$ cat src/hdl/vtf_pkg.sv
// ---------------------------------------------------------------------------
// vtf_pkg
// shared types and constants of the text font pixel lookup
// ---------------------------------------------------------------------------
package vtf_pkg;

    localparam int PLANE_BYTES_DEF = 65536;
    localparam int ROWS_PER_CHAR   = 32;
    localparam int PLANE_ADDR_W    = 16;
    localparam int QUEUE_DEPTH     = 2;

    localparam int CFG_INDEX_W = 3;
    localparam int CFG_DATA_W  = 3;

    localparam logic [CFG_INDEX_W-1:0] CFG_EXTENDED_MEMORY  = 3'd0;
    localparam logic [CFG_INDEX_W-1:0] CFG_CHARSET_A_SELECT = 3'd1;
    localparam logic [CFG_INDEX_W-1:0] CFG_CHARSET_B_SELECT = 3'd2;
    localparam logic [CFG_INDEX_W-1:0] CFG_NINE_DOT_MODE    = 3'd3;
    localparam logic [CFG_INDEX_W-1:0] CFG_LINE_GRAPHICS    = 3'd4;

    localparam logic FUNC_WRITE  = 1'b0;
    localparam logic FUNC_LOOKUP = 1'b1;

    localparam logic [7:0] CHAR_GFX_MASK  = 8'hE0;
    localparam logic [7:0] CHAR_GFX_MATCH = 8'hC0;
    localparam int         ATTR_CHARSET_BIT = 3;

    typedef struct packed {
        logic                    is_write;
        logic [PLANE_ADDR_W-1:0] addr;
        logic [7:0]              data;
        logic [2:0]              bit_idx;
        logic                    blank;
    } item_t;

    typedef struct packed {
        logic empty;
        logic full;
    } fifo_stat_t;

endpackage

$ cat src/hdl/vtf_fifo.sv
// ---------------------------------------------------------------------------
// vtf_fifo
// short queue between front and back
// ---------------------------------------------------------------------------
module vtf_fifo (
    input  logic                 clk,
    input  logic                 rst_n,
    input  logic                 push,
    input  vtf_pkg::item_t       push_item,
    input  logic                 pop,
    output vtf_pkg::item_t       pop_item,
    output vtf_pkg::fifo_stat_t  stat
);
    import vtf_pkg::*;

    localparam int PTR_W = (QUEUE_DEPTH > 1) ? $clog2(QUEUE_DEPTH) : 1;
    localparam int CNT_W = $clog2(QUEUE_DEPTH + 1);
    localparam logic [CNT_W-1:0] DEPTH_CNT = CNT_W'(QUEUE_DEPTH);
    localparam logic [PTR_W-1:0] LAST_PTR  = PTR_W'(QUEUE_DEPTH - 1);

    item_t            entry_reg [QUEUE_DEPTH];
    logic [PTR_W-1:0] wr_ptr_reg;
    logic [PTR_W-1:0] wr_ptr_next;
    logic [PTR_W-1:0] rd_ptr_reg;
    logic [PTR_W-1:0] rd_ptr_next;
    logic [CNT_W-1:0] count_reg;
    logic [CNT_W-1:0] count_next;
    logic             do_push;
    logic             do_pop;

    assign stat.empty = (count_reg == '0);
    assign stat.full  = (count_reg == DEPTH_CNT);
    assign do_push    = push && !stat.full;
    assign do_pop     = pop && !stat.empty;
    assign pop_item   = entry_reg[rd_ptr_reg];

    always_comb
    begin
        wr_ptr_next = wr_ptr_reg;
        rd_ptr_next = rd_ptr_reg;
        count_next  = count_reg;
        if (do_push)
            wr_ptr_next = (wr_ptr_reg == LAST_PTR) ? '0 : wr_ptr_reg + 1'b1;
        if (do_pop)
            rd_ptr_next = (rd_ptr_reg == LAST_PTR) ? '0 : rd_ptr_reg + 1'b1;
        if (do_push && !do_pop)
            count_next = count_reg + 1'b1;
        else if (do_pop && !do_push)
            count_next = count_reg - 1'b1;
    end

    always_ff @(posedge clk or negedge rst_n)
    begin
        if (!rst_n)
        begin
            wr_ptr_reg <= '0;
            rd_ptr_reg <= '0;
            count_reg  <= '0;
        end
        else
        begin
            wr_ptr_reg <= wr_ptr_next;
            rd_ptr_reg <= rd_ptr_next;
            count_reg  <= count_next;
        end
    end

    always_ff @(posedge clk)
    begin
        if (do_push)
            entry_reg[wr_ptr_reg] <= push_item;
    end

endmodule

$ cat config.mk
export PLATFORM = sky130hd
export DESIGN_NAME = vtf_fifo
export DESIGN_NICKNAME = d
export VERILOG_FILES = /design/src/hdl/vtf_pkg.sv /design/src/hdl/vtf_fifo.sv
export SDC_FILE = /design/constraint.sdc
export NUM_CORES = 1
export LEC_CHECK = 0
export BUFFER_PORTS_ARGS = -buffer_cell sky130_fd_sc_hd__buf_4
export CORE_MARGIN = 2
export CORE_UTILIZATION = 40
export DETAILED_ROUTE_END_ITERATION = 10
export SYNTH_ARGS = -nofsm -noshare
export SYNTH_HDL_FRONTEND = slang
export SYNTH_SLANG_ARGS = --single-unit
$ cat constraint.sdc
create_clock -name clk -period 2.5 [get_ports clk]
set_input_delay 0.25 -clock clk [delete_from_list [all_inputs] [get_ports clk]]
set_output_delay 0.25 -clock clk [all_outputs]
set_load 0.1 [all_outputs]
==> results of run 1 <==
## synth_stat cells (all sizes together)
library cell | n | share of area
dfrtp | 4 | 0.042
buf | 3 | 0.014
xnor2 | 3 | 0.011
and3 | 1 | 0.0026
mux2 | 29 | 0.18
inv | 2 | 0.0031
nor2 | 3 | 0.0047
o21ai | 1 | 0.0021
nand2 | 1 | 0.0016
nand2b | 1 | 0.0026
edfxtp | 58 | 0.72
ha | 1 | 0.0052
xor2 | 2 | 0.0073
## per-stage QoR
step                hold slack, ps  area [µm²]
floorplan                    -45.6        2410
global placement              47.9        2980
detailed placement            48.3        2980
CTS                           91.0        3190
global route                  88.0        3190
finish                         110        3190
## per-layer routing
| layer | global-route usage | wire (µm) | vias to the layer above |
|---|---|---|---|
| met5 | 0 | 0 | - |
| met4 | 0.0950 | 89 | 0 |
| met3 | 0.0451 | 334 | 9 |
| met2 | 0.207 | 1920 | 44 |
| met1 | 0.151 | 1590 | 574 |
| li1 | - | - | 567 |
## cell type report
| class | count | share of cell area |
|---|---|---|
| Sequential cell | 62 | 0.577 |
| Multi-Input combinational cell | 42 | 0.165 |
| Timing Repair Buffer | 67 | 0.162 |
| Clock buffer | 11 | 0.0411 |
| Tap cell | 75 | 0.0294 |
| Clock inverter | 5 | 0.0231 |
| Inverter | 2 | 0.00235 |
## how the worst max path moves through the flow
| stage | from | depth (start not counted) | to |
|---|---|---|---|
| after global placement | rd_ptr_reg$_DFFE_PN0P_ | 3 | pop_item[21] |
| after CTS | rd_ptr_reg$_DFFE_PN0P_ | 3 | pop_item[21] |
| final | rd_ptr_reg$_DFFE_PN0P_ | 3 | pop_item[21] |
| after detailed placement | rd_ptr_reg$_DFFE_PN0P_ | 3 | pop_item[18] |
| after floorplan | count_reg[0]$_DFFE_PN0P_ | 3 | entry_reg[0][0]$_DFFE_PP_ |
| after global routing | rd_ptr_reg$_DFFE_PN0P_ | 3 | pop_item[21] |
## kinds of logic (layout without fill, tap and decap cells)
| family | after synthesis | after routing | share of synthesized area |
|---|---|---|---|
| flops | 62 | 62 | 0.765 |
| mux | 29 | 29 | 0.181 |
| simple gates | 6 | 6 | 0.0114 |
| xor+xnor | 5 | 5 | 0.0182 |
| buf+inv | 5 | 85 | 0.0172 |
| fa+ha+maj | 1 | 1 | 0.00520 |
| compound gates | 1 | 1 | 0.00208 |
## what timing repair did
action | 4_1_cts | 5_1_grt
hold buffers | 1 | 0
hold endpoints to repair | 4 | 0
resized for setup | 0 | 0
==> impl_metrics.toml, run 1 <==
[run_status]
outcome = "complete, no violations"

[clock_tree]
cts-root-buf = "clkbuf_8"
htreeDepth = 3
clkTransAtPathRegs_ps = 70
cts_setup_buffers = 0
cts_sinks = 62
cts_buffer_depth = 2
clock_latency_ps = 320
cts_tree = "done"
cts_inserted_buffers = 9

[finish]
register_area_um2 = 1840
fin_util = 0.546
diodes = 0
final_cell_mix = "buf_4 (65), edfxtp_1 (58), mux2_4 (29)"
multiInputGateArea_um2 = 527
largest_reg_flops = 58
finalNetCount = 218
nFillCells = 471
stdcell_count = 264
layout_commonest_cell = "buf_4"
syn2layout_area_growth_pct = 32.7
drive_above_1_share = 0.582

[die]
ios = 64
initial_utilization = 0.411
fp.dieH_um = 81.6
dieArea_um2 = 6650
coreArea_um2 = 5850
rows = 28
die_w_um = 81.6

[detailed_routing]
first_pass_iters = 4
antenna_left = 0
via_per_inst = 4.52
route.detailed.wl_per_inst_um = 14.9
vias = 1194
drt_wl_total_mm = 3.94
drc_errors = 0
drtIter0Drc = 69

[sta]
rsz0062_at_grt = "no"
finalMaxSlewViolations = 0
fmax_mhz = 499
worst_pin_slew_ps = 403
slew_headroom = 0.732
final.setup.tns_ps = 0
setup_violations = 0
period_minus_slack_ps = 2010
hold_violations = 0
setup_slack_ps = 495
clock_skew_ps = 5.24
post-route-period-util = 0.802

[worst_setup_path]
startpoint_type = "register"
slowest_stage = "dfrtp_2"
slowest_delay_ps = 610
crit_fanout = 19
rrSetupSlack_ps = 900
crit_buf_inv = 2
crit_chain = "buf_12, mux2_4, buf_4"
timing.rr.end = "count_reg[1]$_DFFE_PN0P_"
reg2reg_from = "count_reg[0]$_DFFE_PN0P_"
path_class = "reg2out"
crit_arrival_ps = 1760
critical-path-top-delay-family = "flip-flops"
reg2reg_depth = 7
end_kind = "output port"
required_ps = 2250

[job]
maxCapViolCount = 0

[grt]
grt_max_degree = 30
track_usage = 0.132
grt_pass1_wl_mm = 6.10
first_global_vias = 1292
antenna_found_initial = 0
grt-ovfl-total = 0

[placed_design]
port_buffers = 63
pre_cts_ws_ps = 832
dp_cells = 247
gp_congestion = 0.624

[synth]
syn_area_um2 = 2410
syn_avg_cell_area_um2 = 22.1
synth_cell_types = 13
ys_warn_count = 0
ys_ff_latch = 62
syn_inst = 109
syn_nets = 143
yosysSeqAreaShare = 0.765

[worst_hold_path]
min_from = "push_item[13]"
holdPathStages = 1
hold_end = "entry_reg[1][13]$_DFFE_PP_"
hp-class = "in2reg"
Power of run 1 is not shown: default switching activity piles up to over one toggle a cycle in this logic, so the estimate is an artifact.
==> run 2, diff against run 1 <==
Settings changed: PLACE_DENSITY set to 0.66.
Clock period 2.5 ns to 1.8 ns, I/O delays scaled along.
==> impl_metrics.toml, run 2 (synthesized netlist as in run 1, its figures left out) <==
[finish]
drive_above_1_share = 0.592
design_area_um2 = 3200
layout_commonest_cell = "buf_4"
largest_reg_flops = 58
final_cell_mix = "buf_4 (66), edfxtp_1 (58), mux2_4 (29)"
syn2layout_area_growth_pct = 33.1
diodes = 0
finalNetCount = 220

[sta]
clock_skew_ps = 4.58
hold_violations = 0
fmax_mhz = 607
worst_pin_slew_ps = 292
rsz0062_at_grt = "no"
final.setup.tns_ps = 0
hold_slack_ps = 44.3
setup_slack_ps = 152
slew_headroom = 0.807
period_minus_slack_ps = 1650
setup_violations = 0
finalMaxSlewViolations = 0
post-route-period-util = 0.916

[worst_setup_path]
path_class = "reg2out"
required_ps = 1620
end_kind = "output port"
reg2reg_depth = 6
crit_arrival_ps = 1470
startpoint_type = "register"
crit_fanout = 8

[detailed_routing]
vias = 1201
wl_met3_um = 302
wl_met1_mm = 1.54
drtIter0Drc = 35
dr_wl_met2_mm = 2.03
drt_wl_total_mm = 3.90
via_per_inst = 4.52
first_pass_iters = 4
top_layer = "met4"
route.detailed.wl_per_inst_um = 14.6
drc_errors = 0
antenna_left = 0

[clock_tree]
cts_inserted_buffers = 9
clkTransAtPathRegs_ps = 60
cts_sinks = 62
cts_setup_buffers = 0
clock_latency_ps = 320
ctsHoldBuffers = 1
cts_buffer_depth = 2
cts_resized = 0
htreeDepth = 3
cts_tree = "done"
cts-root-buf = "clkbuf_8"

[die]
initial_utilization = 0.411
coreArea_um2 = 5850
die_w_um = 81.6
ios = 64
dieArea_um2 = 6650
fp.dieH_um = 81.6
rows = 28

[worst_hold_path]
hp-class = "in2reg"
holdPathStages = 1

[placed_design]
pre_cts_ws_ps = 199
place.detailed.hpwl_mm = 2.73
dpl_cell_area_um2 = 3010
port_buffers = 63
gp_congestion = 0.682

[run_status]
outcome = "complete, no violations"

[grt]
grt-ovfl-total = 0
antenna_found_initial = 0
first_global_vias = 1311
track_usage = 0.127
grt_max_degree = 30
grt_pass1_wl_mm = 6.05

[job]
maxCapViolCount = 0
==> run 2: changes by cell type in the layout (fill, tap and decap cells not counted), sizes merged <==
cell / previous run / this run
clkinv: 3 / 5
clkbuf: 11 / 10
bufinv: 2 / 1
buf: 66 / 68
==> run 2: critical path, stage by stage (launching register included) <==
cell	delay, ps
dfrtp_2	420
buf_4	190
mux2_4	310
buf_4	230
==> run 2: area by class of cell <==
type / instances / area, µm²
Clock buffer: 10 / 128
Inverter: 2 / 7.51
Tap cell: 75 / 93.8
Sequential cell: 62 / 1840
Clock inverter: 6 / 52.6
Fill cell: 480 / 2650
Timing Repair Buffer: 69 / 546
Multi-Input combinational cell: 42 / 534
==> run 2: metal layers <==
metal / vias up / GRT usage
met4: 0 / 0.0650
met2: 38 / 0.204
met3: 3 / 0.0462
met1: 587 / 0.150
met5: - / 0
li1: 573 / -
==> run 2: metrics by stage <==
step           std cells   util
2_1_floorplan        109      -
3_3_place_gp         249  0.515
3_5_place_dp         249  0.515
4_1_cts              266  0.548
5_1_grt              266  0.548
6_report             266  0.548
==> run 2: final timing paths <==
path	startpoint	endpoint	slack, ps
setup reg to reg	count_reg[0]$_DFFE_PN0P_	count_reg[1]$_DFFE_PN0P_	200
hold / removal	push_item[0]	entry_reg[0][0]$_DFFE_PP_	40
min in group asynchronous	rst_n	count_reg[1]$_DFFE_PN0P_	200
max in group asynchronous	rst_n	rd_ptr_reg$_DFFE_PN0P_	1490
setup / recovery	rd_ptr_reg$_DFFE_PN0P_	pop_item[5]	150
hold reg to reg	count_reg[1]$_DFFE_PN0P_	count_reg[1]$_DFFE_PN0P_	560
Power of run 2 is left out for the same reason.
==> run 3, diff against run 2 <==
Settings changed: CTS_BUF_LIST set to sky130_fd_sc_hd__clkbuf_8, RECOVER_POWER set to 50.
==> impl_metrics.toml, run 3 (synthesized netlist as in run 1, its figures left out) <==
[sta]
setup_slack_ps = 147
post-route-period-util = 0.918
finalMaxSlewViolations = 0
rsz0062_at_grt = "no"
setup_violations = 0
clock_skew_ps = 4.75
hold_violations = 0
slew_headroom = 0.643
fmax_mhz = 605
period_minus_slack_ps = 1650
worst_pin_slew_ps = 538
final.setup.tns_ps = 0

[placed_design]
place.detailed.hpwl_mm = 2.73
port_buffers = 63
pre_cts_ws_ps = 199
gp_congestion = 0.682

[clock_tree]
cts_setup_buffers = 0
cts_sinks = 62
clkTransAtPathRegs_ps = 60
clock_latency_ps = 320
htreeDepth = 3
ctsHoldBuffers = 1
cts_tree = "done"
cts-root-buf = "clkbuf_8"
cts_resized = 0
cts_inserted_buffers = 9
cts_buffer_depth = 2

[worst_setup_path]
required_ps = 1620
crit_fanout = 22
startpoint_type = "register"
path_class = "reg2out"
slowest_delay_ps = 380
slowest_stage = "dfrtp_2"
end_kind = "output port"
crit_arrival_ps = 1470
crit_chain = "buf_12, mux2_4, buf_4"

[detailed_routing]
drc_errors = 0
drtIter0Drc = 22
via_per_inst = 4.57
vias = 1216
route.detailed.wl_per_inst_um = 14.6
drt_wl_total_mm = 3.89
first_pass_iters = 4
antenna_left = 0

[die]
coreArea_um2 = 5850
dieArea_um2 = 6650
ios = 64
die_w_um = 81.6
initial_utilization = 0.411
fp.dieH_um = 81.6
rows = 28

[finish]
drive_above_1_share = 0.534
syn2layout_area_growth_pct = 31.2
diodes = 0
largest_reg_flops = 58
finalNetCount = 220
final_cell_mix = "edfxtp_1 (58), buf_4 (34), mux2_4 (29)"
layout_commonest_cell = "edfxtp_1"

[job]
maxCapViolCount = 0

[grt]
grt_max_degree = 30
grt_pass1_wl_mm = 6.05
grt-ovfl-total = 0
track_usage = 0.127
antenna_found_initial = 0
first_global_vias = 1311

[worst_hold_path]
hp-class = "in2reg"

[run_status]
outcome = "complete, no violations"
-- run 3: changes by cell type in the layout (fill, tap and decap cells not counted), moves of 2 or more --
cell | before | now
buf_4 | 66 | 34
clkbuf_4 | 0 | 19
clkbuf_1 | 1 | 10
clkbuf_2 | 0 | 2
-- run 3: through the flow --
step	area, µm²	utilization	std cells	hold slack, ps
2_1_floorplan	2420	-	109	-116
5_1_grt	3160	0.540	266	45.8
3_3_place_gp	3010	0.515	249	-22.3
4_1_cts	3200	0.548	266	21.5
3_5_place_dp	3010	0.515	249	-18.6
6_report	3160	0.540	266	65.8
-- run 3: metal layers --
layer,part of all wire,global-route usage
met1,0.38,0.150
met2,0.52,0.204
met3,0.087,0.0462
met4,0.0054,0.0650
met5,0,0
-- run 3: path summary, 6_finish.rpt --
path,start,end,slack (ps),cells past startpoint
max in group asynchronous,rst_n,rd_ptr_reg$_DFFE_PN0P_,1350,2
worst max-delay path,rd_ptr_reg$_DFFE_PN0P_,pop_item[20],150,3
worst min-delay path,push_item[3],entry_reg[0][3]$_DFFE_PP_,70,1
worst min register to register,count_reg[1]$_DFFE_PN0P_,count_reg[1]$_DFFE_PN0P_,560,1
min in group asynchronous,rst_n,count_reg[1]$_DFFE_PN0P_,230,2
worst max register to register,count_reg[0]$_DFFE_PN0P_,count_reg[1]$_DFFE_PN0P_,200,6
-- run 3: cell type report --
class / instances / area, µm²
clock inverter: 7 / 56.3
timing repair buffer: 69 / 499
multi-input combinational: 42 / 534
clock buffer: 9 / 124
fill: 488 / 2690
inverter: 2 / 7.51
sequential: 62 / 1840
tap: 75 / 93.8
-- run 3: critical path: cells and delay by family (launching register included) --
kind | cells | cell delay, ps
buffers and inverters | 2 | 430
flip-flops | 1 | 380
multiplexers | 1 | 320
Power of run 3 is left out for the same reason.
