File: src/hdl/vtf_pkg.sv
// ---------------------------------------------------------------------------
// vtf_pkg
// shared types and constants of the text font pixel lookup
// ---------------------------------------------------------------------------
package vtf_pkg;

    localparam int PLANE_BYTES_DEF = 65536;
    localparam int ROWS_PER_CHAR   = 32;
    localparam int PLANE_ADDR_W    = 16;
    localparam int QUEUE_DEPTH     = 2;

    localparam int CFG_INDEX_W = 3;
    localparam int CFG_DATA_W  = 3;

    localparam logic [CFG_INDEX_W-1:0] CFG_EXTENDED_MEMORY  = 3'd0;
    localparam logic [CFG_INDEX_W-1:0] CFG_CHARSET_A_SELECT = 3'd1;
    localparam logic [CFG_INDEX_W-1:0] CFG_CHARSET_B_SELECT = 3'd2;
    localparam logic [CFG_INDEX_W-1:0] CFG_NINE_DOT_MODE    = 3'd3;
    localparam logic [CFG_INDEX_W-1:0] CFG_LINE_GRAPHICS    = 3'd4;

    localparam logic FUNC_WRITE  = 1'b0;
    localparam logic FUNC_LOOKUP = 1'b1;

    localparam logic [7:0] CHAR_GFX_MASK  = 8'hE0;
    localparam logic [7:0] CHAR_GFX_MATCH = 8'hC0;
    localparam int         ATTR_CHARSET_BIT = 3;

    typedef struct packed {
        logic                    is_write;
        logic [PLANE_ADDR_W-1:0] addr;
        logic [7:0]              data;
        logic [2:0]              bit_idx;
        logic                    blank;
    } item_t;

    typedef struct packed {
        logic empty;
        logic full;
    } fifo_stat_t;

endpackage

File: src/hdl/vtf_front.sv
// ---------------------------------------------------------------------------
// vtf_front
// takes words, holds configuration, builds plane address and pixel select
// ---------------------------------------------------------------------------
module vtf_front (
    input  logic                               clk,
    input  logic                               rst_n,
    input  logic                               start,
    output logic                               busy,
    input  logic                               wr_en,
    input  logic [vtf_pkg::CFG_INDEX_W-1:0]    wr_index,
    input  logic [vtf_pkg::CFG_DATA_W-1:0]     wr_data,
    input  logic                               func,
    input  logic [15:0]                        plane_offset,
    input  logic [7:0]                         plane_data,
    input  logic [7:0]                         attribute,
    input  logic [7:0]                         character,
    input  logic [3:0]                         column,
    input  logic [4:0]                         row,
    input  vtf_pkg::fifo_stat_t                fifo_stat,
    output logic                               push,
    output vtf_pkg::item_t                     push_item
);
    import vtf_pkg::*;

    logic       ext_mem_reg;
    logic [2:0] cs_a_reg;
    logic [2:0] cs_b_reg;
    logic       nine_dot_reg;
    logic       line_gfx_reg;

    logic       stage_valid_reg;
    logic       stage_valid_next;
    item_t      stage_item_reg;
    item_t      stage_item_next;

    logic       accept;
    logic [2:0] sel;
    logic [2:0] base_hi;
    logic       wide_col;
    logic       gfx_char;
    logic [2:0] col_eff;

    // configuration registers
    always_ff @(posedge clk or negedge rst_n)
    begin
        if (!rst_n)
        begin
            ext_mem_reg  <= 1'b0;
            cs_a_reg     <= 3'd0;
            cs_b_reg     <= 3'd0;
            nine_dot_reg <= 1'b1;
            line_gfx_reg <= 1'b0;
        end
        else if (wr_en)
        begin
            case (wr_index)
                CFG_EXTENDED_MEMORY:  ext_mem_reg  <= wr_data[0];
                CFG_CHARSET_A_SELECT: cs_a_reg     <= wr_data[2:0];
                CFG_CHARSET_B_SELECT: cs_b_reg     <= wr_data[2:0];
                CFG_NINE_DOT_MODE:    nine_dot_reg <= wr_data[0];
                CFG_LINE_GRAPHICS:    line_gfx_reg <= wr_data[0];
                default:              ;
            endcase
        end
    end

    assign push   = stage_valid_reg && !fifo_stat.full;
    assign busy   = stage_valid_reg && fifo_stat.full;
    assign accept = start && !busy;

    always_comb
    begin
        sel      = attribute[ATTR_CHARSET_BIT] ? cs_a_reg : cs_b_reg;
        base_hi  = ext_mem_reg ? sel : 3'd0;
        wide_col = (column > 4'd7);
        gfx_char = ((character & CHAR_GFX_MASK) == CHAR_GFX_MATCH);
        col_eff  = wide_col ? 3'd7 : column[2:0];

        stage_item_next.is_write = (func == FUNC_WRITE);
        stage_item_next.addr     = (func == FUNC_WRITE) ? plane_offset
                                                        : {base_hi, character, row};
        stage_item_next.data     = plane_data;
        stage_item_next.bit_idx  = ~col_eff;
        stage_item_next.blank    = wide_col && nine_dot_reg && !(line_gfx_reg && gfx_char);

        if (accept)
            stage_valid_next = 1'b1;
        else if (push)
            stage_valid_next = 1'b0;
        else
            stage_valid_next = stage_valid_reg;
    end

    always_ff @(posedge clk or negedge rst_n)
    begin
        if (!rst_n)
            stage_valid_reg <= 1'b0;
        else
            stage_valid_reg <= stage_valid_next;
    end

    always_ff @(posedge clk)
    begin
        if (accept)
            stage_item_reg <= stage_item_next;
    end

    assign push_item = stage_item_reg;

endmodule

File: config.mk
export PLATFORM = sky130hd
export DESIGN_NAME = vtf_front
export DESIGN_NICKNAME = d
export VERILOG_FILES = /design/src/hdl/vtf_pkg.sv /design/src/hdl/vtf_front.sv
export SDC_FILE = /design/constraint.sdc
export NUM_CORES = 1
export LEC_CHECK = 0
export BUFFER_PORTS_ARGS = -buffer_cell sky130_fd_sc_hd__clkbuf_2
export CORE_MARGIN = 4
export CORE_UTILIZATION = 45
export CTS_BUF_LIST = sky130_fd_sc_hd__clkbuf_8
export DETAILED_ROUTE_END_ITERATION = 7
export MAX_ROUTING_LAYER = met4
export PLACE_DENSITY_LB_ADDON = 0.08
export SLEW_MARGIN = 10
export SYNTH_ARGS = -nofsm -noshare
export SYNTH_HDL_FRONTEND = slang
export SYNTH_SLANG_ARGS = --single-unit
File: constraint.sdc
create_clock -name clk -period 2.5 [get_ports clk]
set_input_delay 0.25 -clock clk [delete_from_list [all_inputs] [get_ports clk]]
set_output_delay 0.25 -clock clk [all_outputs]
set_load 0.02 [all_outputs]
==> results of run 1 <==
## stage by stage
step / instances / hold WS (ns)
after floorplan: 85 / -0.04559
after global placement: 214 / 0.1198
after detailed placement: 214 / 0.1212
after CTS: 223 / 0.1227
after global routing: 223 / 0.1128
final: 223 / 0.1309
## routing by layer
metal  global-route usage (%)  vias up  share of wire [%]
li1                         -      508                  -
met1                    12.99      473                 34
met2                    26.37       47                 55
met3                    5.158        6                8.5
met4                    6.835        0                2.1
met5                        -        -                  0
## report_power, final
part           total [mW]  internal (mW)  switching [mW]
clock network       0.413          0.194           0.219
registers           0.797          0.772          0.0252
logic               0.230          0.120           0.110
total                1.44           1.09           0.355
## final timing paths
check,start,end,slack (ns),cells after the start
min in group asynchronous,rst_n,cs_a_reg[2]$_DFFE_PN0P_,0.34,2
setup reg to reg,stage_valid_reg$_DFFE_PN0P_,push_item[2]$_DFFE_PP_,1.17,3
setup / recovery,stage_valid_reg$_DFFE_PN0P_,push_item[2]$_DFFE_PP_,1.17,3
hold reg to reg,ext_mem_reg$_DFFE_PN0P_,ext_mem_reg$_DFFE_PN0P_,0.52,1
hold / removal,plane_data[5],push_item[9]$_DFFE_PP_,0.13,1
max in group asynchronous,rst_n,nine_dot_reg$_DFFE_PN1P_,1.89,2
## logic make-up (layout without fill, tap and decap cells)
logic type      Yosys count  after routing  synth area share, %
compound gates            3              3                1.646
buf+inv                   3             95                1.253
flops                    39             39                70.30
mux                      25             25                19.04
simple gates             15             15                7.759
## final cells by class
cell class	count	area share, %
multi-input combinational	43	21.07
inverter	1	0.1732
sequential	39	51.79
timing repair buffer	86	20.21
tap	46	2.656
clock inverter	3	0.9238
clock buffer	5	3.176
## cells in the final DEF, fill, tap and decap left out, types with 2 or more instances in the layout
cell and n:
nor2_1 3, clkbuf_8 5, nand4b_1 2, o2bb2ai_1 3
clkbuf_2 84, mux2_4 7, dfrtp_1 9, clkinvlp_4 2
mux2i_1 3, and4bb_4 2, mux2_2 15, edfxtp_1 29
==> impl_metrics.py, run 1 <==
metrics = {
    "floorplan": {
        "rows": 21,
        "initial_core_util_pct": 47.10,
        "io_pins": 93,
        "die_w_um": 67.57,
        "die-area_um2": 4565,
        "die_y_um": 67.57,
        "core_um2": 3390,
    },
    "placed_design": {
        "place_ws_ns": 1.172,
        "postPlaceCellArea_um2": 2068,
        "portBuffers": 84,
        "routabilityCongestion": 0.6775,
        "place_hpwl_um": 2427,
    },
    "detailed_routing": {
        "ant_nets": 0,
        "drtIter0Drc": 47,
        "remaining_drc_errors": 0,
        "vias": 1034,
        "routedWlPerCell_um": 13.74,
        "first_pass_iters": 4,
        "wl_um": 3065,
        "vias_per_cell": 4.637,
    },
    "layout": {
        "seq_area_um2": 1122,
        "largest_reg_flops": 29,
        "synthToLayoutAreaGrowth_pct": 35.74,
        "final_nets": 238,
        "fin_util_pct": 63.93,
        "antenna_cells": 0,
        "nFillCells": 282,
        "multi_input_area_um2": 456.7,
        "post-route-cell-area_um2": 2167,
        "drive_gt1_share_pct": 68.36,
    },
    "worst_setup_path": {
        "path_cells": "and2_1 > nor2b_2 > buf_4",
        "crit_family": "flip-flops",
        "crit_slowest_cell": "dfrtp_1",
        "path_class": "reg2reg",
        "cp.required_ns": 2.46,
        "worstSetupEndpointType": "flop",
        "path_buf_inv": 1,
        "start_kind": "flop",
        "arrival_ns": 1.29,
        "crit_fanout": 29,
        "worst_path_largest_cell_delay_ns": 0.37,
    },
    "clock_tree": {
        "clockBufferDepth": 2,
        "htreeDepth": 2,
        "cts_sinks": 39,
        "cts_resized": 0,
        "insertion_delay_ns": 0.29,
        "cts_tree": "yes",
        "cts_hold_buf": 1,
        "clockRootBuffer": "clkbuf_8",
        "numCtsBuffers": 5,
        "clk_pin_slew_worst_paths_ns": 0.08,
        "postCtsSetupBuffers": 0,
    },
    "job": {
        "cap_violations": 0,
    },
    "synthesis": {
        "synth_area_leaders": "edfxtp_1 55%, dfrtp_1 14%, mux2_2 11%",
        "syn_nets": 147,
        "synth_area_um2": 1597,
        "synth_area_leader_cell": "edfxtp_1",
        "yosysSeqAreaShare_pct": 70.30,
        "ys.flop_type": "edfxtp_1",
        "synth-seq-cells": 39,
        "yosysTopAreaCellShare_pct": 54.55,
        "yosys_warnings": 0,
        "synth_commonest_cells": "29 x edfxtp_1, 15 x mux2_2, 9 x dfrtp_1",
        "synth-edff-count": 29,
        "yosys.cell_count.top_type": "edfxtp_1",
        "synthCells": 85,
        "synth.distinct_cells": 20,
        "postSynthAreaPerCell_um2": 18.78,
        "synthArstFlopShare_pct": 25.64,
    },
    "timing": {
        "tightest_slew_ns": 0.3538,
        "rsz0062_at_grt": "no",
        "fin_tns_setup_ns": 0,
        "fin_skew_ns": 0.005797,
        "timing.fmax_mhz": 750.9,
        "finalSetupViolCount": 0,
        "min_period_ns": 1.332,
        "fin_ws_ns": 1.168,
        "finalHoldViolations": 0,
        "slew_headroom_pct": 76.41,
        "finalMaxSlewViolations": 0,
        "timing.final.crit_share_pct": 53.27,
    },
    "pwr": {
        "p_total_mw": 1.441,
        "p_leak_nw": 0.9738,
        "power_density_nw_per_um2": 664.8,
        "worst_ir_drop_vdd_mv": 0.3487,
    },
    "global_route": {
        "antenna_found_initial": 0,
        "grt_overflow": 0,
        "grt_max_degree": 30,
        "grt_pass1_wl_um": 4547,
        "grt_pass1_vias": 1054,
        "grt_usage_pct": 14.40,
    },
    "hold_path": {
        "hold_class": "in2reg",
    },
    "status": {
        "outcome": "complete, no violations",
    },
}
Power figures use the tool's default switching activity.
==> run 2: changes to the inputs <==
--- a/config.mk
+++ b/config.mk
@@ -5,9 +5,10 @@
 export SDC_FILE = /design/constraint.sdc
 export NUM_CORES = 1
 export LEC_CHECK = 0
+export ABC_AREA = 1
 export BUFFER_PORTS_ARGS = -buffer_cell sky130_fd_sc_hd__clkbuf_2
 export CORE_MARGIN = 4
-export CORE_UTILIZATION = 45
+export CORE_UTILIZATION = 41
 export CTS_BUF_LIST = sky130_fd_sc_hd__clkbuf_8
 export DETAILED_ROUTE_END_ITERATION = 7
 export MAX_ROUTING_LAYER = met4
==> constraint.sdc (replaced) <==
create_clock -name clk -period 1.2 [get_ports clk]
set_input_delay 0.12 -clock clk [delete_from_list [all_inputs] [get_ports clk]]
set_output_delay 0.12 -clock clk [all_outputs]
set_load 0.02 [all_outputs]
==> run 2 against run 1 <==
Net effect:
- worst hold slack lost 0.12 ns
- critical path type unchanged
- clock power grew 95%
- sequential share of layout area down 1.8 points
- power grew 100%
- flip-flop and latch count stayed put
- synthesized cell count is 92% higher
- worst setup slack lost 1.1 ns
- critical endpoint is now push_item[0]$_DFFE_PP_
- register-to-register slack got worse by 1.1 ns
- clock-buffer cell count did not move
- synthesized area up 2.2%
- global-route usage increased by 0.43 points
==> impl_metrics.py, run 2 <==
metrics = {
    "worst_setup_path": {
        "r2r_cells": 4,
        "path_cells": "nand2_1 > inv_2 > nor2_4 > buf_12",
        "worstSetupEndpointType": "flop",
        "start_kind": "flop",
        "crit_family": "flip-flops",
        "path_buf_inv": 2,
        "crit_fanout": 29,
        "arrival_ns": 1.12,
        "crit_slowest_cell": "dfrtp_1",
        "worst_path_largest_cell_delay_ns": 0.38,
        "path_depth": 4,
        "cp.required_ns": 1.18,
        "path_class": "reg2reg",
    },
    "detailed_routing": {
        "routedLengthMet1_um": 1325,
        "remaining_drc_errors": 0,
        "vias": 1345,
        "vias_per_cell": 4.381,
        "ant_nets": 0,
        "routedWlPerCell_um": 11.30,
        "first_pass_iters": 4,
        "dr_wl_met3_um": 316,
        "dr_wl_met2_um": 1810,
        "top_layer": "met4",
        "drtIter0Drc": 64,
        "wl_um": 3470,
    },
    "pwr": {
        "p_leak_nw": 1.187,
        "worst_ir_drop_vdd_mv": 0.7159,
        "power_density_nw_per_um2": 1303,
    },
    "synthesis": {
        "yosysTopAreaCellShare_pct": 53.37,
        "synth.distinct_cells": 13,
        "yosysSeqAreaShare_pct": 68.79,
        "synthCells": 163,
        "synth_area_um2": 1632,
        "synth-edff-count": 29,
        "synthArstFlopShare_pct": 25.64,
        "syn_nets": 225,
        "yosys.cell_count.top_type": "nand2_1",
        "yosys_warnings": 0,
        "synth_commonest_cells": "80 x nand2_1, 29 x edfxtp_1, 15 x inv_1",
        "synth_area_leaders": "edfxtp_1 53%, nand2_1 18%, dfrtp_1 14%",
        "ys.flop_type": "edfxtp_1",
        "postSynthAreaPerCell_um2": 10.01,
        "synth-seq-cells": 39,
        "synth_area_leader_cell": "edfxtp_1",
    },
    "layout": {
        "final_nets": 320,
        "largest_reg_flops": 29,
        "final_common_cell": "clkbuf_2",
        "fin_util_pct": 59.96,
        "synthToLayoutAreaGrowth_pct": 37.58,
        "drive_gt1_share_pct": 38.22,
        "nFillCells": 375,
        "antenna_cells": 0,
        "layout.cells.most_common_list": "84 x clkbuf_2, 80 x nand2_1, 29 x edfxtp_1",
    },
    "timing": {
        "tightest_slew_ns": 0.3178,
        "rsz0062_at_grt": "no",
        "slew_headroom_pct": 78.79,
        "finalHoldViolations": 0,
        "finalMaxSlewViolations": 0,
        "timing.fmax_mhz": 878.5,
        "min_period_ns": 1.138,
        "finalSetupViolCount": 0,
        "hold-worst-slack_ns": 0.01286,
        "timing.final.crit_share_pct": 94.86,
        "fin_skew_ns": 0.004664,
    },
    "clock_tree": {
        "cts_tree": "yes",
        "clk_pin_slew_worst_paths_ns": 0.07,
        "clockBufferDepth": 2,
        "numCtsBuffers": 5,
        "cts_hold_buf": 4,
        "htreeDepth": 2,
        "cts_sinks": 39,
        "cts_resized": 0,
        "postCtsSetupBuffers": 0,
        "insertion_delay_ns": 0.28,
        "clockRootBuffer": "clkbuf_8",
    },
    "floorplan": {
        "rows": 22,
        "io_pins": 93,
        "die-area_um2": 5052,
        "initial_core_util_pct": 43.58,
        "core_um2": 3744,
        "die_w_um": 71.08,
        "die_y_um": 71.08,
    },
    "global_route": {
        "grt_pass1_vias": 1255,
        "grt_overflow": 0,
        "grt_pass1_wl_um": 5664,
        "grt_max_degree": 30,
        "antenna_found_initial": 0,
        "grt_usage_pct": 14.83,
    },
    "hold_path": {
        "whs_path_depth": 1,
        "hold_class": "in2reg",
    },
    "status": {
        "outcome": "complete, no violations",
    },
    "placed_design": {
        "routabilityCongestion": 0.7914,
        "portBuffers": 84,
        "place_hpwl_um": 2747,
    },
    "job": {
        "cap_violations": 0,
    },
}
run 2: cell count changes after synthesis, sizes merged, moves of 2 or more:
cell	before	now
and4bb	3	0
inv	1	16
mux2	22	0
mux2i	3	0
nand2	1	80
nand3	0	11
nand4b	2	0
nor2	3	12
nor2b	2	0
o2bb2ai	3	0
run 2: final cells by class:
class | count | area, um^2 | area share [%]
Clock buffer | 5 | 68.82 | 3.066
Clock inverter | 3 | 11.26 | 0.5017
Inverter | 16 | 60.06 | 2.676
Multi-Input combinational cell | 105 | 426.7 | 19.01
Sequential cell | 39 | 1122 | 50.00
Tap cell | 48 | 60.06 | 2.676
Timing Repair Buffer | 91 | 495.5 | 22.07
run 2: metal layers:
metal  vias up  global-route usage, %
li1        703                      -
met1       594                  16.42
met2        46                  24.61
met3         2                  5.540
met4         0                  5.010
met5         -                      -
run 2: power by group:
part | total, mW | internal (mW) | switching [mW]
combinational | 0.477 | 0.191 | 0.285
sequential | 1.64 | 1.60 | 0.0467
clock | 0.805 | 0.387 | 0.417
run 2: kinds of logic (layout without fill, tap and decap cells):
kind of cell / after synthesis / count (layout) / share of synthesized area [%]
AND/OR/NAND/NOR: 105 / 105 / 25.69
flip-flops: 39 / 39 / 68.79
buffers and inverters: 19 / 115 / 5.521
run 2: worst reg2reg max path, stage by stage, from the launching register on:
cell and delay (ns):
dfrtp_1 0.38, nand2_1 0.09, inv_2 0.05, nor2_4 0.12, buf_12 0.20
run 2: path summary, 6_finish.rpt:
check	from	end	slack [ns]
worst min register to register	nine_dot_reg$_DFFE_PN1P_	nine_dot_reg$_DFFE_PN1P_	0.47
worst max register to register	stage_valid_reg$_DFFE_PN0P_	push_item[0]$_DFFE_PP_	0.06
worst max-delay path	stage_valid_reg$_DFFE_PN0P_	push_item[0]$_DFFE_PP_	0.06
min in group asynchronous	rst_n	stage_valid_reg$_DFFE_PN0P_	0.23
worst min-delay path	plane_data[0]	push_item[4]$_DFFE_PP_	0.01
max in group asynchronous	rst_n	nine_dot_reg$_DFFE_PN1P_	0.69
run 2: per-stage QoR:
| step | TNS (ns) | power, mW | setup WS [ns] | area [um^2] | instances |
|---|---|---|---|---|---|
| 2_1_floorplan | -5.473 | 1.932 | -0.1887 | 1639 | 163 |
| 3_3_place_gp | 0 | 2.133 | 0.08372 | 2125 | 295 |
| 3_5_place_dp | 0 | 2.148 | 0.07176 | 2125 | 295 |
| 4_1_cts | 0 | 2.966 | 0.06065 | 2245 | 307 |
| 5_1_grt | 0 | 3.077 | 0.01832 | 2245 | 307 |
| 6_report | 0 | 2.924 | 0.06169 | 2245 | 307 |
==> run 3: changes to the inputs <==
--- a/config.mk
+++ b/config.mk
@@ -5,14 +5,13 @@
 export SDC_FILE = /design/constraint.sdc
 export NUM_CORES = 1
 export LEC_CHECK = 0
-export ABC_AREA = 1
 export BUFFER_PORTS_ARGS = -buffer_cell sky130_fd_sc_hd__clkbuf_2
 export CORE_MARGIN = 4
-export CORE_UTILIZATION = 41
+export CORE_UTILIZATION = 40
 export CTS_BUF_LIST = sky130_fd_sc_hd__clkbuf_8
 export DETAILED_ROUTE_END_ITERATION = 7
 export MAX_ROUTING_LAYER = met4
-export PLACE_DENSITY_LB_ADDON = 0.08
+export PLACE_DENSITY = 0.75
 export SLEW_MARGIN = 10
 export SYNTH_ARGS = -nofsm -noshare
 export SYNTH_HDL_FRONTEND = slang
==> run 3 against run 2 <==
Net effect:
- wire length down 6.2%
- largest power group unchanged
- core utilization down 1.7 points
- register-to-register slack about the same
- die area up 0.27%
- highest routed layer unchanged
- sequential power about the same
- worst hold slack better by 0.0029 ns
- via count down 22%
- critical endpoint is now push_item[2]$_DFFE_PP_
==> impl_metrics.py, run 3 (same netlist as run 1, synthesis figures left out) <==
metrics = {
    "worst_setup_path": {
        "start_kind": "flop",
        "crit_family": "flip-flops",
        "r2r_setup_slack_ns": 0.07,
        "path_cells": "and2_4 > nor2b_4 > buf_12",
        "r2r_cells": 3,
        "arrival_ns": 1.13,
        "cp-startpoint": "stage_valid_reg$_DFFE_PN0P_",
        "rr_startpoint": "stage_valid_reg$_DFFE_PN0P_",
        "worst_path_largest_cell_delay_ns": 0.37,
        "crit_slowest_cell": "dfrtp_1",
        "path_class": "reg2reg",
        "path_depth": 3,
        "path_buf_inv": 1,
        "crit_fanout": 22,
        "worstSetupEndpointType": "flop",
        "cp.required_ns": 1.19,
    },
    "job": {
        "cap_violations": 0,
    },
    "timing": {
        "tightest_slew_ns": 0.3811,
        "fin_ws_ns": 0.06575,
        "timing.final.crit_share_pct": 94.52,
        "finalMaxSlewViolations": 0,
        "rsz0062_at_grt": "no",
        "min_period_ns": 1.134,
        "fin_tns_setup_ns": 0,
        "slew_headroom_pct": 74.59,
        "finalSetupViolCount": 0,
        "timing.fmax_mhz": 881.6,
        "fin_skew_ns": 0.006318,
        "finalHoldViolations": 0,
    },
    "pwr": {
        "p_total_mw": 2.968,
        "power_density_nw_per_um2": 1350,
        "p_leak_nw": 0.9975,
        "worst_ir_drop_vdd_mv": 0.6958,
    },
    "global_route": {
        "grt_overflow": 0,
        "busiest_layer": "met2",
        "grt_use_met2_pct": 22.24,
        "grt_usage_pct": 13.26,
        "grt_pass1_wl_um": 5050,
        "met3_usage_pct": 6.108,
        "grt_pass1_vias": 1087,
        "grt_max_degree": 23,
        "grt.met1_usage_pct": 14.23,
        "antenna_found_initial": 0,
    },
    "clock_tree": {
        "cts_tree": "yes",
        "clk_pin_slew_worst_paths_ns": 0.07,
        "htreeDepth": 2,
        "insertion_delay_ns": 0.28,
        "clockRootBuffer": "clkbuf_8",
        "numCtsBuffers": 5,
        "cts_resized": 0,
        "clockBufferDepth": 2,
        "cts_sinks": 39,
    },
    "layout": {
        "layout.cells.most_common_list": "84 x clkbuf_2, 29 x edfxtp_1, 15 x mux2_2",
        "antenna_cells": 0,
        "largest_reg_flops": 29,
        "final_nets": 240,
        "synthToLayoutAreaGrowth_pct": 37.70,
        "drive_gt1_share_pct": 67.04,
        "final_cells": 227,
        "final_common_cell": "clkbuf_2",
    },
    "floorplan": {
        "die_y_um": 71.18,
        "die_w_um": 71.18,
        "io_pins": 93,
        "die-area_um2": 5066,
        "initial_core_util_pct": 42.34,
        "core_um2": 3771,
        "rows": 22,
    },
    "placed_design": {
        "portBuffers": 84,
        "routabilityCongestion": 0.7736,
        "place_inst": 217,
        "place_hpwl_um": 2674,
        "place_ws_ns": 0.07840,
    },
    "detailed_routing": {
        "wl_um": 3256,
        "first_pass_iters": 2,
        "routedWlPerCell_um": 14.34,
        "vias": 1047,
        "vias_per_cell": 4.612,
        "drtIter0Drc": 58,
        "ant_nets": 0,
        "remaining_drc_errors": 0,
    },
    "status": {
        "outcome": "complete, no violations",
    },
    "hold_path": {
        "hold_class": "in2reg",
        "min-delay-start": "plane_data[7]",
        "whs_path_depth": 1,
    },
}
==> run 3: per-stage QoR <==
| stage | utilization (%) | hold WS (ns) | area (um^2) |
|---|---|---|---|
| floorplan | - | -0.1756 | 1607 |
| global placement | 55.64 | -0.007562 | 2098 |
| detailed placement | 55.64 | -0.003678 | 2098 |
| CTS | 58.03 | 0.004899 | 2188 |
| global route | 58.29 | 0.003759 | 2198 |
| finish | 58.29 | 0.01573 | 2198 |
==> run 3: cell type report <==
class / instances / area, um^2
multi-input cells: 43 / 464.2
well taps: 48 / 60.06
clock inverters: 3 / 11.26
flip-flops and latches: 39 / 1122
fillers: 302 / 1573
repair buffers: 88 / 467.9
clock buffers: 5 / 68.82
inverters: 1 / 3.754
==> run 3: path summary, 6_finish.rpt <==
| path | to |
|---|---|
| setup / recovery | push_item[2]$_DFFE_PP_ |
| hold / removal | push_item[11]$_DFFE_PP_ |
| setup reg to reg | push_item[2]$_DFFE_PP_ |
| hold reg to reg | cs_b_reg[0]$_DFFE_PN0P_ |
| max in group asynchronous | nine_dot_reg$_DFFE_PN1P_ |
| min in group asynchronous | ext_mem_reg$_DFFE_PN0P_ |
==> run 3: where the power goes <==
group / internal (mW) / total, mW / switching, mW
registers: 1.61 / 1.67 / 0.0574
clock network: 0.387 / 0.800 / 0.413
logic: 0.265 / 0.502 / 0.237
total: 2.26 / 2.97 / 0.707
==> run 3: what timing repair did <==
item	4_1_cts	5_1_grt
hold buffers	1	1
hold endpoints to repair	10	1
buffers inserted	0	0
==> run 3: layer usage <==
layer / share of wire (%) / vias to the layer above
li1: - / 513
met1: 38 / 474
met2: 50 / 56
met3: 11 / 4
met4: 1.1 / 0
met5: 0 / -
==> run 3: worst reg2reg max path, cell delays in order (launching register included) <==
cell	delay [ns]
dfrtp_1	0.37
and2_4	0.15
nor2b_4	0.13
buf_12	0.18
